$ cat src/sv/ota_pkg.sv
// Shared types, register indexes and transform codes for the orientation
// transform address generator. No dependencies.
`timescale 1ns / 1ps

package ota_pkg;

  localparam int unsigned MAX_DIM_DEF = 4096;

  // Widths fixed by the register map and the stream fields
  localparam int unsigned DIM_W    = 13;
  localparam int unsigned EDGE_W   = 4;
  localparam int unsigned XF_W     = 3;
  localparam int unsigned IDX_W    = 3;
  localparam int unsigned CFG_DW   = 13;
  localparam int unsigned PIX_W    = 24;
  localparam int unsigned COORD_W  = 12;
  localparam int unsigned OFFS_W   = 26;

  // Register indexes
  localparam logic [IDX_W-1:0] REG_WIDTH  = 3'd0;
  localparam logic [IDX_W-1:0] REG_HEIGHT = 3'd1;
  localparam logic [IDX_W-1:0] REG_EDGE_C = 3'd2;
  localparam logic [IDX_W-1:0] REG_EDGE_R = 3'd3;
  localparam logic [IDX_W-1:0] REG_XFORM  = 3'd4;
  localparam logic [IDX_W-1:0] REG_RGB    = 3'd5;

  // Transform codes
  localparam logic [XF_W-1:0] XF_NONE       = 3'd0;
  localparam logic [XF_W-1:0] XF_FLIP_H     = 3'd1;
  localparam logic [XF_W-1:0] XF_FLIP_V     = 3'd2;
  localparam logic [XF_W-1:0] XF_TRANSPOSE  = 3'd3;
  localparam logic [XF_W-1:0] XF_TRANSVERSE = 3'd4;
  localparam logic [XF_W-1:0] XF_ROT90      = 3'd5;
  localparam logic [XF_W-1:0] XF_ROT180     = 3'd6;
  localparam logic [XF_W-1:0] XF_ROT270     = 3'd7;

  typedef struct packed {
    logic [PIX_W-1:0] pixel_value;
    logic             frame_start;
  } in_t;

  typedef struct packed {
    logic [COORD_W-1:0] dest_row;
    logic [COORD_W-1:0] dest_col;
    logic [OFFS_W-1:0]  dest_offset;
    logic [PIX_W-1:0]   pixel_out;
    logic               frame_last;
  } out_t;

  // Working configuration, dimensions already clamped to 1..cap
  typedef struct packed {
    logic [DIM_W-1:0]  width;
    logic [DIM_W-1:0]  height;
    logic [EDGE_W-1:0] edge_cols;
    logic [EDGE_W-1:0] edge_rows;
    logic [XF_W-1:0]   xform;
    logic              rgb;
  } cfg_t;

  // Source position and pixel held in the input stage
  typedef struct packed {
    logic [DIM_W-1:0] row;
    logic [DIM_W-1:0] col;
    logic [PIX_W-1:0] pixel;
  } pos_t;

endpackage

$ cat src/sv/ota_pos.sv
// Input stage: source raster position counters and the input register.
// Depends on ota_pkg.
`timescale 1ns / 1ps

module ota_pos
  import ota_pkg::*;
(
  input  logic clk,
  input  logic rst_n,
  input  logic take,
  input  in_t  in_item,
  input  cfg_t cfg,
  output pos_t stage_q
);

  logic [DIM_W-1:0] row_r, row_nxt;
  logic [DIM_W-1:0] col_r, col_nxt;
  logic [DIM_W-1:0] cur_row, cur_col;
  logic [DIM_W:0]   row_inc, col_inc;
  logic             restart;
  pos_t             stage_r;

  always_comb begin
    // Restart on request, or when a register write left the position outside the frame
    restart = in_item.frame_start || (row_r >= cfg.height) || (col_r >= cfg.width);
    cur_row = restart ? '0 : row_r;
    cur_col = restart ? '0 : col_r;
    row_inc = {1'b0, cur_row} + 1'b1;
    col_inc = {1'b0, cur_col} + 1'b1;
    if (col_inc >= {1'b0, cfg.width}) begin
      col_nxt = '0;
      row_nxt = (row_inc >= {1'b0, cfg.height}) ? '0 : row_inc[DIM_W-1:0];
    end else begin
      col_nxt = col_inc[DIM_W-1:0];
      row_nxt = cur_row;
    end
  end

  always_ff @(posedge clk) begin
    if (!rst_n) begin
      row_r <= '0;
      col_r <= '0;
    end else if (take) begin
      row_r <= row_nxt;
      col_r <= col_nxt;
    end
  end

  always_ff @(posedge clk) begin
    if (take) begin
      stage_r.row   <= cur_row;
      stage_r.col   <= cur_col;
      stage_r.pixel <= in_item.pixel_value;
    end
  end

  assign stage_q = stage_r;

endmodule

$ cat src/sv/ota_map.sv
// Destination mapping: row/column remap per transform, edge handling and
// padded byte offset. Combinational. Depends on ota_pkg.
`timescale 1ns / 1ps

module ota_map
  import ota_pkg::*;
(
  input  cfg_t cfg,
  input  pos_t pos,
  output out_t result
);

  logic [DIM_W:0]   w, h, r, c, ex, ey;
  logic [DIM_W:0]   flip_c, flip_r, turn_c, turn_r, dr, dc;
  logic [DIM_W-1:0] dest_w;
  logic [DIM_W+1:0] line;
  logic [DIM_W+2:0] scan;
  logic [DIM_W+1:0] col_bytes;
  logic [28:0]      row_bytes;

  always_comb begin
    w  = {1'b0, cfg.width};
    h  = {1'b0, cfg.height};
    r  = {1'b0, pos.row};
    c  = {1'b0, pos.col};
    ex = (DIM_W+1)'(cfg.edge_cols);
    ey = (DIM_W+1)'(cfg.edge_rows);

    // Edge columns/rows stay put when mirroring
    flip_c = (c + ex < w) ? (w - ex - 1'b1 - c) : c;
    flip_r = (r >= ey) ? (h - 1'b1 + ey - r) : r;
    // Edge columns/rows wrap round when turning
    turn_c = (c + ex >= w) ? (w - 1'b1 - c) : (ex + c);
    turn_r = (r < ey) ? (h - 1'b1 - r) : (r - ey);

    dest_w = cfg.width;
    case (cfg.xform)
      XF_FLIP_H: begin
        dr = r;
        dc = flip_c;
      end
      XF_FLIP_V: begin
        dr = flip_r;
        dc = c;
      end
      XF_TRANSPOSE: begin
        dr = w - 1'b1 - c;
        dc = h - 1'b1 - r;
        dest_w = cfg.height;
      end
      XF_TRANSVERSE: begin
        dr = turn_c;
        dc = turn_r;
        dest_w = cfg.height;
      end
      XF_ROT90: begin
        dr = w - 1'b1 - c;
        dc = turn_r;
        dest_w = cfg.height;
      end
      XF_ROT180: begin
        dr = flip_r;
        dc = flip_c;
      end
      XF_ROT270: begin
        dr = turn_c;
        dc = h - 1'b1 - r;
        dest_w = cfg.height;
      end
      default: begin
        dr = r;
        dc = c;
      end
    endcase

    // Scan line padded up to a multiple of four bytes
    line = {2'b00, dest_w} + (cfg.rgb ? {1'b0, dest_w, 1'b0} : '0);
    scan = ({1'b0, line} + 3'd3) & ~(DIM_W+3)'(3);
    col_bytes = {2'b00, dc[DIM_W-1:0]} + (cfg.rgb ? {1'b0, dc[DIM_W-1:0], 1'b0} : '0);
    row_bytes = 29'(dr[DIM_W-1:0]) * 29'(scan);

    result.dest_row    = dr[COORD_W-1:0];
    result.dest_col    = dc[COORD_W-1:0];
    result.dest_offset = row_bytes[OFFS_W-1:0] + OFFS_W'(col_bytes);
    result.pixel_out   = pos.pixel;
    result.frame_last  = (r == h - 1'b1) && (c == w - 1'b1);
  end

endmodule

$ cat src/sv/orientation_transform_address_gen.sv
// Orientation transform address generator: takes one pixel per clock in source
// raster order, unless the output stalls, and returns it with its destination
// row, column and byte offset. Throughput is one pixel per cycle while out_ready
// is held high. Each pixel passes through the input register and then the
// result register, around the mapping logic, whose longest path is the
// destination row times padded scan width multiply. Registers may be written
// only while no pixel is in flight. Depends on ota_pkg, ota_pos and ota_map.
`timescale 1ns / 1ps

module orientation_transform_address_gen
  import ota_pkg::*;
#(
  parameter int unsigned MAX_DIM = MAX_DIM_DEF
) (
  input  logic              clk,
  input  logic              rst_n,
  input  logic              in_valid,
  output logic              in_ready,
  input  in_t               in_data,
  output logic              out_valid,
  input  logic              out_ready,
  output out_t              out_data,
  input  logic              cfg_valid,
  output logic              cfg_ready,
  input  logic [IDX_W-1:0]  cfg_index,
  input  logic [CFG_DW-1:0] cfg_data
);

  localparam int unsigned      DimCap  = (MAX_DIM > 8191) ? 8191 : MAX_DIM;
  localparam logic [DIM_W-1:0] DIM_CAP = DIM_W'(DimCap);

  logic [DIM_W-1:0]  width_r, height_r;
  logic [EDGE_W-1:0] edge_c_r, edge_r_r;
  logic [XF_W-1:0]   xform_r;
  logic              rgb_r;
  cfg_t              cfg;

  logic s1_valid_r, s1_valid_nxt;
  logic out_valid_r, out_valid_nxt;
  logic s2_adv, in_take;
  pos_t s1_pos;
  out_t mapped;
  out_t out_data_r;

  assign cfg_ready = 1'b1;

  always_ff @(posedge clk) begin
    if (!rst_n) begin
      width_r  <= DIM_W'(1);
      height_r <= DIM_W'(1);
      edge_c_r <= '0;
      edge_r_r <= '0;
      xform_r  <= XF_NONE;
      rgb_r    <= 1'b0;
    end else if (cfg_valid) begin
      case (cfg_index)
        REG_WIDTH:  width_r  <= cfg_data[DIM_W-1:0];
        REG_HEIGHT: height_r <= cfg_data[DIM_W-1:0];
        REG_EDGE_C: edge_c_r <= cfg_data[EDGE_W-1:0];
        REG_EDGE_R: edge_r_r <= cfg_data[EDGE_W-1:0];
        REG_XFORM:  xform_r  <= cfg_data[XF_W-1:0];
        REG_RGB:    rgb_r    <= cfg_data[0];
        default: ;
      endcase
    end
  end

  always_comb begin
    cfg.width     = (width_r == '0) ? DIM_W'(1) : ((width_r > DIM_CAP) ? DIM_CAP : width_r);
    cfg.height    = (height_r == '0) ? DIM_W'(1) :
                    ((height_r > DIM_CAP) ? DIM_CAP : height_r);
    cfg.edge_cols = edge_c_r;
    cfg.edge_rows = edge_r_r;
    cfg.xform     = xform_r;
    cfg.rgb       = rgb_r;
  end

  // Result register frees up when empty or when its transfer completes
  assign s2_adv   = !out_valid_r || out_ready;
  assign in_ready = !s1_valid_r || s2_adv;
  assign in_take  = in_valid && in_ready;

  always_comb begin
    s1_valid_nxt  = in_take ? 1'b1 : (s2_adv ? 1'b0 : s1_valid_r);
    out_valid_nxt = s2_adv ? s1_valid_r : out_valid_r;
  end

  always_ff @(posedge clk) begin
    if (!rst_n) begin
      s1_valid_r  <= 1'b0;
      out_valid_r <= 1'b0;
    end else begin
      s1_valid_r  <= s1_valid_nxt;
      out_valid_r <= out_valid_nxt;
    end
  end

  ota_pos u_pos (
    .clk     (clk),
    .rst_n   (rst_n),
    .take    (in_take),
    .in_item (in_data),
    .cfg     (cfg),
    .stage_q (s1_pos)
  );

  ota_map u_map (
    .cfg    (cfg),
    .pos    (s1_pos),
    .result (mapped)
  );

  always_ff @(posedge clk) begin
    if (s2_adv && s1_valid_r) begin
      out_data_r <= mapped;
    end
  end

  assign out_valid = out_valid_r;
  assign out_data  = out_data_r;

  // An empty result register never blocks the input
  a_no_block: assert property (@(posedge clk) disable iff (!rst_n)
    !out_valid_r |-> in_ready)
    else $error("input stalled with empty result register");

  // A held input stage keeps its position
  a_s1_hold: assert property (@(posedge clk) disable iff (!rst_n)
    (s1_valid_r && !s2_adv) |=> (s1_valid_r && $stable(s1_pos)))
    else $error("input stage lost or changed a held pixel");

  // Frame start places the pixel at the origin
  a_origin: assert property (@(posedge clk) disable iff (!rst_n)
    (in_take && in_data.frame_start) |=> (s1_pos.row == '0 && s1_pos.col == '0))
    else $error("frame start did not restart the position");

  // Stage moves into the result register whenever it is free
  a_advance: assert property (@(posedge clk) disable iff (!rst_n)
    (s1_valid_r && s2_adv) |=> out_valid_r)
    else $error("pixel dropped between stages");

endmodule
$ cat config.mk
export PLATFORM = sky130hd
export DESIGN_NAME = orientation_transform_address_gen
export DESIGN_NICKNAME = d
export VERILOG_FILES = /design/src/sv/ota_pkg.sv /design/src/sv/ota_pos.sv /design/src/sv/ota_map.sv /design/src/sv/orientation_transform_address_gen.sv
export SDC_FILE = /design/constraint.sdc
export NUM_CORES = 1
export LEC_CHECK = 0
export BUFFER_PORTS_ARGS = -buffer_cell sky130_fd_sc_hd__buf_4
export CAP_MARGIN = 20
export CORE_MARGIN = 2
export CORE_UTILIZATION = 35
export CTS_CLUSTER_DIAMETER = 200
export DETAILED_ROUTE_END_ITERATION = 12
export PLACE_DENSITY_LB_ADDON = 0.2
export SKIP_LAST_GASP = 1
export SLEW_MARGIN = 20
export SYNTH_ARGS = -nofsm -noshare
export SYNTH_HDL_FRONTEND = slang
export SYNTH_HIERARCHICAL = 1
export SYNTH_SLANG_ARGS = --single-unit
$ cat constraint.sdc
create_clock -name clk -period 11.32 [get_ports clk]
set_input_delay 1.698 -clock clk [delete_from_list [all_inputs] [get_ports clk]]
set_output_delay 1.698 -clock clk [all_outputs]
set_load 0.01 [all_outputs]
# Yosys cells after proc, flatten, opt, wreduce, memory -nomap -nowiden
# Index checks and enable logic that the tools add are counted.
# classes
n_mux	20
eq_ne	14
n_reduce_logical	26
magnitude_cmp	10
multipliers	1
add_sub_neg	17
# op_table
cell	n
two-way mux 13 bit	14
case mux 13 bit (3 select lines)	2
subtractor 13 bit	4
>= comparator 14 x 13 -> 1 bit	3
adder 13 x 15 -> 15 bit	2
adder 13 x 1 -> 14 bit, second input constant	2
equality test 13 x 14 -> 1 bit	2
two-way mux 14 bit	2
subtractor 13 x 1 -> 14 bit, second input constant	2
adder 26 x 15 -> 26 bit	1
>= comparator 13 bit	2
> comparator 13 bit, second input constant	2
logical NOT 13 bit	2
subtractor 13 x 4 -> 13 bit	2
multiplier 13 x 14 -> 24 bit	1
equality test 3 bit, second input constant	6
adder 15 x 2 -> 16 bit, second input constant	1
adder 13 x 4 -> 14 bit	1
< comparator 14 x 13 -> 1 bit	1
adder 13 x 4 -> 13 bit	1
>= comparator 13 x 4 -> 1 bit	1
< comparator 13 x 4 -> 1 bit	1
subtractor 13 x 1 -> 13 bit, second input constant	1
equality test 3 x 2 -> 1 bit, second input constant	4
other kinds (10)	28
# totals
out_inout_bits	78
in_bits	46
reg_bits	191
wordCells	106

# Depth between registers and ports, before layout
# Gate-level depths: netlist of the first run.
# logic_depth
word_depth	11
depth_mapped	46
ltp_nobuf	45

# Modules after synthesis
# Netlist of the first run, hierarchy kept.
# by_module_without_submodules
module	area_per_inst_um2	cells_each	n_inst	seq_area_each_um2
ota_map	12932.4	1698	1	0.0
ota_pos	4400.5	411	1	2021.9
orientation_transform_address_gen	4001.3	284	1	3052.9

# Worst setup path before layout of the first run
# OpenSTA, ideal clock, no wires.
# synth_timing
kind	register to register
startpoint	register xform_r[1]
endpoint	register out_data_r (netlist bit out_data[50]), data pin
arrival_time_ns	10.017
setup_time_ns	0.268
synth_period_minus_slack_ns	10.285
stages_incl_launch_ff	36
t_required_ns	11.052
path_slack_ns	1.035
path_cell_list	dfxtp_1 buf_6 mux2i_2 clkbuf_1 mux2_2 and2_1 ha_1 a211oi_1 o21ai_1 a21oi_1 o211ai_1 or4_1 or2_1 buf_6 mux2_4 nor2_2 xor2_2 nand2_1 fa_1 inv_1 fa_1 fa_1 fa_1 inv_1 fa_1 inv_1 ha_1 a21oi_1 o21ai_0 a2111oi_0 nor3_1 or2_2 o311ai_0 nand3_1 xnor3_1 xnor3_1
# synth_lines
element	line_no	text
start, declared	orientation_transform_address_gen.sv:34	logic [XF_W-1:0] xform_r;
start signal, assigned	orientation_transform_address_gen.sv:61	REG_XFORM: xform_r <= cfg_data[XF_W-1:0];
end signal, assigned	orientation_transform_address_gen.sv:115	out_data_r <= mapped;
end, declared	orientation_transform_address_gen.sv:43	out_t out_data_r;

==> results of run 1 <==
[timing repair]
action / in CTS / in global routing
resized for setup: 0 / 6
buffers inserted: 0 / 0
setup endpoints to repair: 0 / 7
[layer usage]
metal / up-vias / wire length, µm / part of all wire, % / GRT usage [%]
met1: 8517 / 30590 / 46 / 28.34
met5: - / 0 / 0 / 0
met4: 0 / 1966 / 3.0 / 7.789
met3: 92 / 3425 / 5.2 / 3.997
met2: 459 / 30410 / 46 / 34.46
li1: 8340 / - / - / -
[worst max path at each step]
stage	endpoint	slack (ps)	cells past startpoint
floorplan	out_data[50]	1030	35
global placement	out_data[50]	380	41
detailed placement	out_data[50]	130	41
CTS	out_data[50]	120	41
global route	out_data[50]	-40	42
finish	out_data[50]	580	33
[synth_stat cells, types with 15 or more instances]
cell type,number
inv_1,345
nand2_1,231
ha_1,222
nor2_1,191
fa_1,162
edfxtp_1,125
xnor2_1,107
a21oi_1,88
o21ai_0,84
and2_1,70
dfxtp_1,66
nor2b_1,53
nand3_1,49
xor2_1,48
clkbuf_1,45
nor3_1,44
buf_4,26
a21o_1,25
nand2b_1,25
a211oi_1,23
nand4_1,22
nor4_1,19
a21boi_0,17
a31oi_1,17
or2_2,15
[stage by stage]
stage | area [µm²] | setup TNS, ps
floorplan | 21360 | 0
global placement | 23300 | 0
detailed placement | 23300 | 0
CTS | 23930 | 0
global route | 23960 | -40.34
finish | 23960 | 0
[layout make-up]
cell class	count	area (µm²)	share of cell area (%)
diodes	1	2.502	0.01044
clock buffers	18	450.4	1.880
clock inverters	14	176.4	0.7363
inverters	345	1295	5.404
multi-input cells	1779	14550	60.73
flip-flops and latches	191	5075	21.18
well taps	782	978.4	4.083
repair buffers	189	1431	5.974
[logic make-up (layout without fill, tap and decap cells)]
family,after synthesis,in the layout,share of synthesized area (%)
adder cells (fa/ha/maj),384,384,28.22
other,3,12,0.05278
flip-flops,191,191,23.79
XOR/XNOR,158,158,6.651
multiplexers,27,27,1.408
AO/OA/AOI/OAI,420,420,13.51
AND/OR/NAND/NOR,779,779,18.05
buffers and inverters,431,566,8.322
[critical path, delay by kind of cell, from the launching register on]
| kind | cells | cell delay, ps |
|---|---|---|
| DFF | 1 | 360 |
| xor gates and xnor gates | 3 | 990 |
| AOI/OAI and AO/OA | 9 | 2490 |
| and+or+nand+nor | 7 | 1750 |
| buffers and inverters | 4 | 350 |
| adders and majority gates | 8 | 3690 |
| muxes | 2 | 800 |
[sequential cells by signal, summed over array words and instances, names as in the netlist, 3 cells and up]
signal and cells:
u_pos/row_r 13, xform_r 3, out_data 75, edge_c_r 4, u_pos/stage_q 50, edge_r_r 4, u_pos/col_r 13, height_r 13
width_r 13
[power by group]
part	internal (W)	switching (W)	total, W
combinational	0.000273	0.000417	0.000690
clock	0.000315	0.000346	0.000660
sequential	0.000789	0.0000198	0.000809
total	0.00138	0.000782	0.00216
==> results.py, run 1 <==
metrics = {
    "outcome": {
        "status": "completed",
    },
    "power_and_ir_drop": {
        "power_w": 0.002159,
        "max-vdd-ir-drop_uv": 121.0,
        "p_per_area_mw_per_mm2": 90.10,
        "p_leak_nw": 10.50,
    },
    "synthesis": {
        "postSynthAreaPerCell_um2": 8.915,
        "ys.flop_type": "edfxtp_1",
        "ys_seq_elements": 191,
        "synth_area_leader_cell": "edfxtp_1",
        "synthTopCellsByArea": "edfxtp_1, fa_1, ha_1, dfxtp_1, inv_1",
        "synth-async-reset-ratio_pct": 0,
        "ys_seq_area_share_pct": 23.79,
        "netlist_instances": 2393,
        "synth_warnings": 6,
        "synth_edf_count": 125,
        "yosysTopAreaCellShare_pct": 17.59,
        "syn_area_mm2": 0.02133,
        "synth_cell_types": 93,
    },
    "final_layout": {
        "area_delta_synth_final_pct": 12.32,
        "layout.cells.non_filler": 3319,
        "nets": 2953,
        "final_cell_mix": "inv_1, nand2_1, ha_1",
        "final_common_cell": "inv_1",
        "drive_gt1_share_pct": 11.28,
        "fin_util_pct": 39.70,
        "fillers": 6102,
    },
    "cts": {
        "clock_sinks": 191,
        "cts_hold_buf": 0,
        "clk_pin_slew_worst_paths_ps": 90,
        "insertion_delay_ps": 510,
        "cts_tree": "done",
        "clock-root-buffer": "clkbuf_16",
        "clockBufferDepth": 2,
        "cts_inserted_buffers": 17,
        "h-tree-depth": 4,
    },
    "worst_hold_path": {
        "hold_end": "out_data[21]",
        "min_from": "u_pos/stage_q[20]",
        "holdPathStages": 0,
        "holdCritPathClass": "reg2reg",
    },
    "routing": {
        "ant_nets": 0,
        "vias": 17408,
        "drt_pass1_iterations": 5,
        "drt_wl_total_mm": 66.39,
        "post_drt_wl_per_cell_um": 20.00,
        "avgViaCountPerCell": 5.245,
        "drt_iter0_markers": 1180,
        "drc": 0,
    },
    "floorplanning": {
        "die_w_um": 250.9,
        "initial_core_util_pct": 35.35,
        "die_y_um": 250.9,
        "row_count": 90,
        "die-area_mm2": 0.06295,
        "ios": 124,
        "coreArea_mm2": 0.06036,
    },
    "critical_path": {
        "slowest_stage": "fa_1",
        "timing.rr.start": "xform_r[1]",
        "worstPathRequired_ps": 11570,
        "worst_ep_arrival_time_ps": 10990,
        "rr_endpoint": "out_data[50]",
        "endpoint_kind": "register",
        "r2r_slack_ps": 580,
        "path_class": "reg2reg",
        "startpoint_type": "register",
        "path_common_cell": "fa_1",
        "max_stage_delay_ps": 540,
        "path_max_fanout": 7,
        "startpoint": "xform_r[1]",
        "rr_worst_depth": 33,
    },
    "grt": {
        "grt_pass1_vias": 17646,
        "grt_max_degree": 65,
        "grt_pass1_wl_mm": 102.0,
        "grt_usage_pct": 21.28,
        "antenna_found_initial": 4,
        "grt-ovfl-total": 0,
    },
    "sta": {
        "slew_headroom_pct": 33.06,
        "fmax_mhz": 93.12,
        "fin_ws_ps": 581.2,
        "fin_skew_ps": 20.26,
        "whs_ps": 414.4,
        "timing.final.crit_period_ps": 10740,
        "rsz0062_at_grt": "yes",
        "drv_slew": 0,
        "hold_viol_final": 0,
        "worst_pin_slew_ps": 995.0,
        "fin_crit_sh_pct": 94.87,
        "setup_viol": 0,
    },
    "place": {
        "numPortBuffers": 122,
        "place_inst": 3286,
        "place.gp.congestion": 0.9553,
        "hpwlAfterDp_mm": 54.50,
        "dp_slack_ps": 126.8,
    },
    "job": {
        "drv_cap": 0,
    },
}
(Power assumes the default switching activity.)
==> inputs of run 2 (changes only) <==
CORE_UTILIZATION = 50   (was 35)
==> run 2 against run 1 <==
- sequential cell count unchanged
- count of clock-buffer cells in the layout decreased by 1
- clock skew fell by 5.7 ps
- routed wire length decreased by 3.6%
- sequential share of layout area rose by 0.29 points
- worst setup slack better by 68 ps
- via count up 1.3%
- clock power shrank 2%
- critical path depth increased by 8
- first-iteration DRC count increased by 2.0%
- core utilization rose by 17 points
- register-to-register slack better by 70 ps
- critical path type unchanged
- critical endpoint unchanged
- largest cell class unchanged
==> results.py, run 2 (synthesis results as in run 1) <==
metrics = {
    "critical_path": {
        "path_class": "reg2reg",
        "slowest_stage": "fa_1",
        "startpoint_type": "register",
        "worstPathRequired_ps": 11580,
        "timing.rr.start": "u_pos/stage_q[25]",
        "path_common_cell": "fa_1",
        "max_stage_delay_ps": 550,
        "endpoint_kind": "register",
        "r2r_slack_ps": 650,
        "rr_worst_depth": 41,
        "worst_ep_arrival_time_ps": 10930,
        "rr_endpoint": "out_data[50]",
        "path_max_fanout": 7,
    },
    "floorplanning": {
        "coreArea_mm2": 0.04204,
        "die_w_um": 210.6,
        "die_y_um": 210.6,
        "row_count": 75,
        "ios": 124,
        "initial_core_util_pct": 50.75,
        "die-area_mm2": 0.04434,
    },
    "cts": {
        "clock-root-buffer": "clkbuf_16",
        "h-tree-depth": 4,
        "clockBufferDepth": 2,
        "insertion_delay_ps": 500,
        "cts_tree": "done",
        "clock_sinks": 191,
        "cts_inserted_buffers": 17,
        "clk_pin_slew_worst_paths_ps": 80,
        "cts_hold_buf": 0,
    },
    "routing": {
        "avgViaCountPerCell": 5.738,
        "post_drt_wl_per_cell_um": 20.83,
        "ant_nets": 0,
        "vias": 17628,
        "drt_pass1_iterations": 6,
        "drc": 0,
        "drt_wl_total_mm": 64.01,
        "drt_iter0_markers": 1204,
    },
    "final_layout": {
        "antennaDiodeCount": 0,
        "fin_area_mm2": 0.02363,
        "drive_gt1_share_pct": 11.33,
        "area_delta_synth_final_pct": 10.78,
        "nets": 2950,
        "largest_reg_flops": 75,
        "multiInputGateArea_mm2": 0.01456,
        "final_common_cell": "inv_1",
        "final_cell_mix": "inv_1, nand2_1, ha_1",
        "fillers": 3905,
        "seqCellArea_mm2": 0.005075,
    },
    "sta": {
        "drv_slew": 0,
        "tns_ps": 0,
        "slew_headroom_pct": 19.64,
        "fin_crit_sh_pct": 94.26,
        "hold_viol_final": 0,
        "fin_skew_ps": 14.56,
        "setup_viol": 0,
        "rsz0062_at_grt": "yes",
        "fmax_mhz": 93.71,
        "timing.final.crit_period_ps": 10670,
        "worst_pin_slew_ps": 1194,
    },
    "grt": {
        "antenna_found_initial": 0,
        "grt_pass1_vias": 17286,
        "grt_pass1_wl_mm": 99.14,
        "grt_max_degree": 72,
        "grt-ovfl-total": 0,
        "grt_usage_pct": 29.47,
    },
    "job": {
        "drv_cap": 0,
    },
    "place": {
        "place_area_mm2": 0.02296,
        "place.gp.congestion": 0.9489,
        "hpwlAfterDp_mm": 52.61,
        "numPortBuffers": 122,
    },
    "outcome": {
        "status": "completed",
    },
    "power_and_ir_drop": {
        "p_leak_nw": 10.47,
        "max-vdd-ir-drop_uv": 97.03,
        "p_per_area_mw_per_mm2": 91.26,
    },
    "worst_hold_path": {
        "holdPathStages": 0,
        "holdCritPathClass": "reg2reg",
        "hold_end": "out_data[9]",
        "min_from": "u_pos/stage_q[8]",
    },
}
-- run 2: cell count changes in the layout (fill, tap and decap cells not counted), sizes merged --
cell and change:
bufinv +1, clkbuf -1, clkinv +1, diode -1
inv -2, buf -3, clkinvlp +1
-- run 2: critical path, delay by kind of cell (launching register included) --
kind / cells / cell delay, ps
xor gates and xnor gates: 4 / 940
and+or+nand+nor: 10 / 1200
adders and majority gates: 10 / 4350
muxes: 1 / 210
AOI/OAI and AO/OA: 10 / 2440
buffers and inverters: 6 / 770
DFF: 1 / 490
-- run 2: worst max path at each step --
| stage | start | endpoint | slack [ps] |
|---|---|---|---|
| 2_1_floorplan | xform_r[1] | out_data[50] | 1030 |
| 3_3_place_gp | u_pos/stage_q[25] | out_data[50] | 110 |
| 3_5_place_dp | u_pos/stage_q[25] | out_data[50] | 270 |
| 4_1_cts | u_pos/stage_q[25] | out_data[50] | 230 |
| 5_1_grt | u_pos/stage_q[25] | out_data[50] | -10 |
| 6_report | u_pos/stage_q[25] | out_data[50] | 650 |
-- run 2: what timing repair did --
item                       in CTS  in global routing
gates resized for setup         0                  9
setup endpoints to repair       0                  6
buffers inserted                0                  0
-- run 2: where the power goes --
part / internal, W / total [W] / leakage [nW] / switching, W
registers: 0.000789 / 0.000811 / 1.74 / 0.0000221
clock network: 0.000321 / 0.000650 / 0.302 / 0.000329
logic: 0.000278 / 0.000696 / 8.43 / 0.000417
-- run 2: stage by stage --
stage	hold slack (ps)	setup WS, ps	util [%]	power [W]	cells
after floorplan	440.4	1035	-	0.001291	2401
after global placement	401.0	109.1	54.60	0.001504	3039
after detailed placement	404.5	274.5	54.63	0.001512	3040
after CTS	424.6	230.5	56.13	0.002166	3072
after global routing	437.4	-12.65	56.22	0.002270	3072
final	422.9	649.3	56.22	0.002157	3072
-- run 2: layout make-up --
cell class	instances	area share, %
clock buffers	17	1.800
multi-input cells	1779	61.62
inverters	345	5.479
repair buffers	186	5.898
clock inverters	15	0.8735
well taps	539	2.854
flip-flops and latches	191	21.47
-- run 2: layer usage --
metal  track usage (%)  part of all wire (%)  vias to the layer above  wire length, µm
met5                 0                     0                        -                0
li1                  -                     -                     8346                -
met2             48.32                    47                      602            29990
met4             11.70                   3.3                        0             2138
met3             4.723                   5.7                      103             3679
met1             39.07                    44                     8577            28200
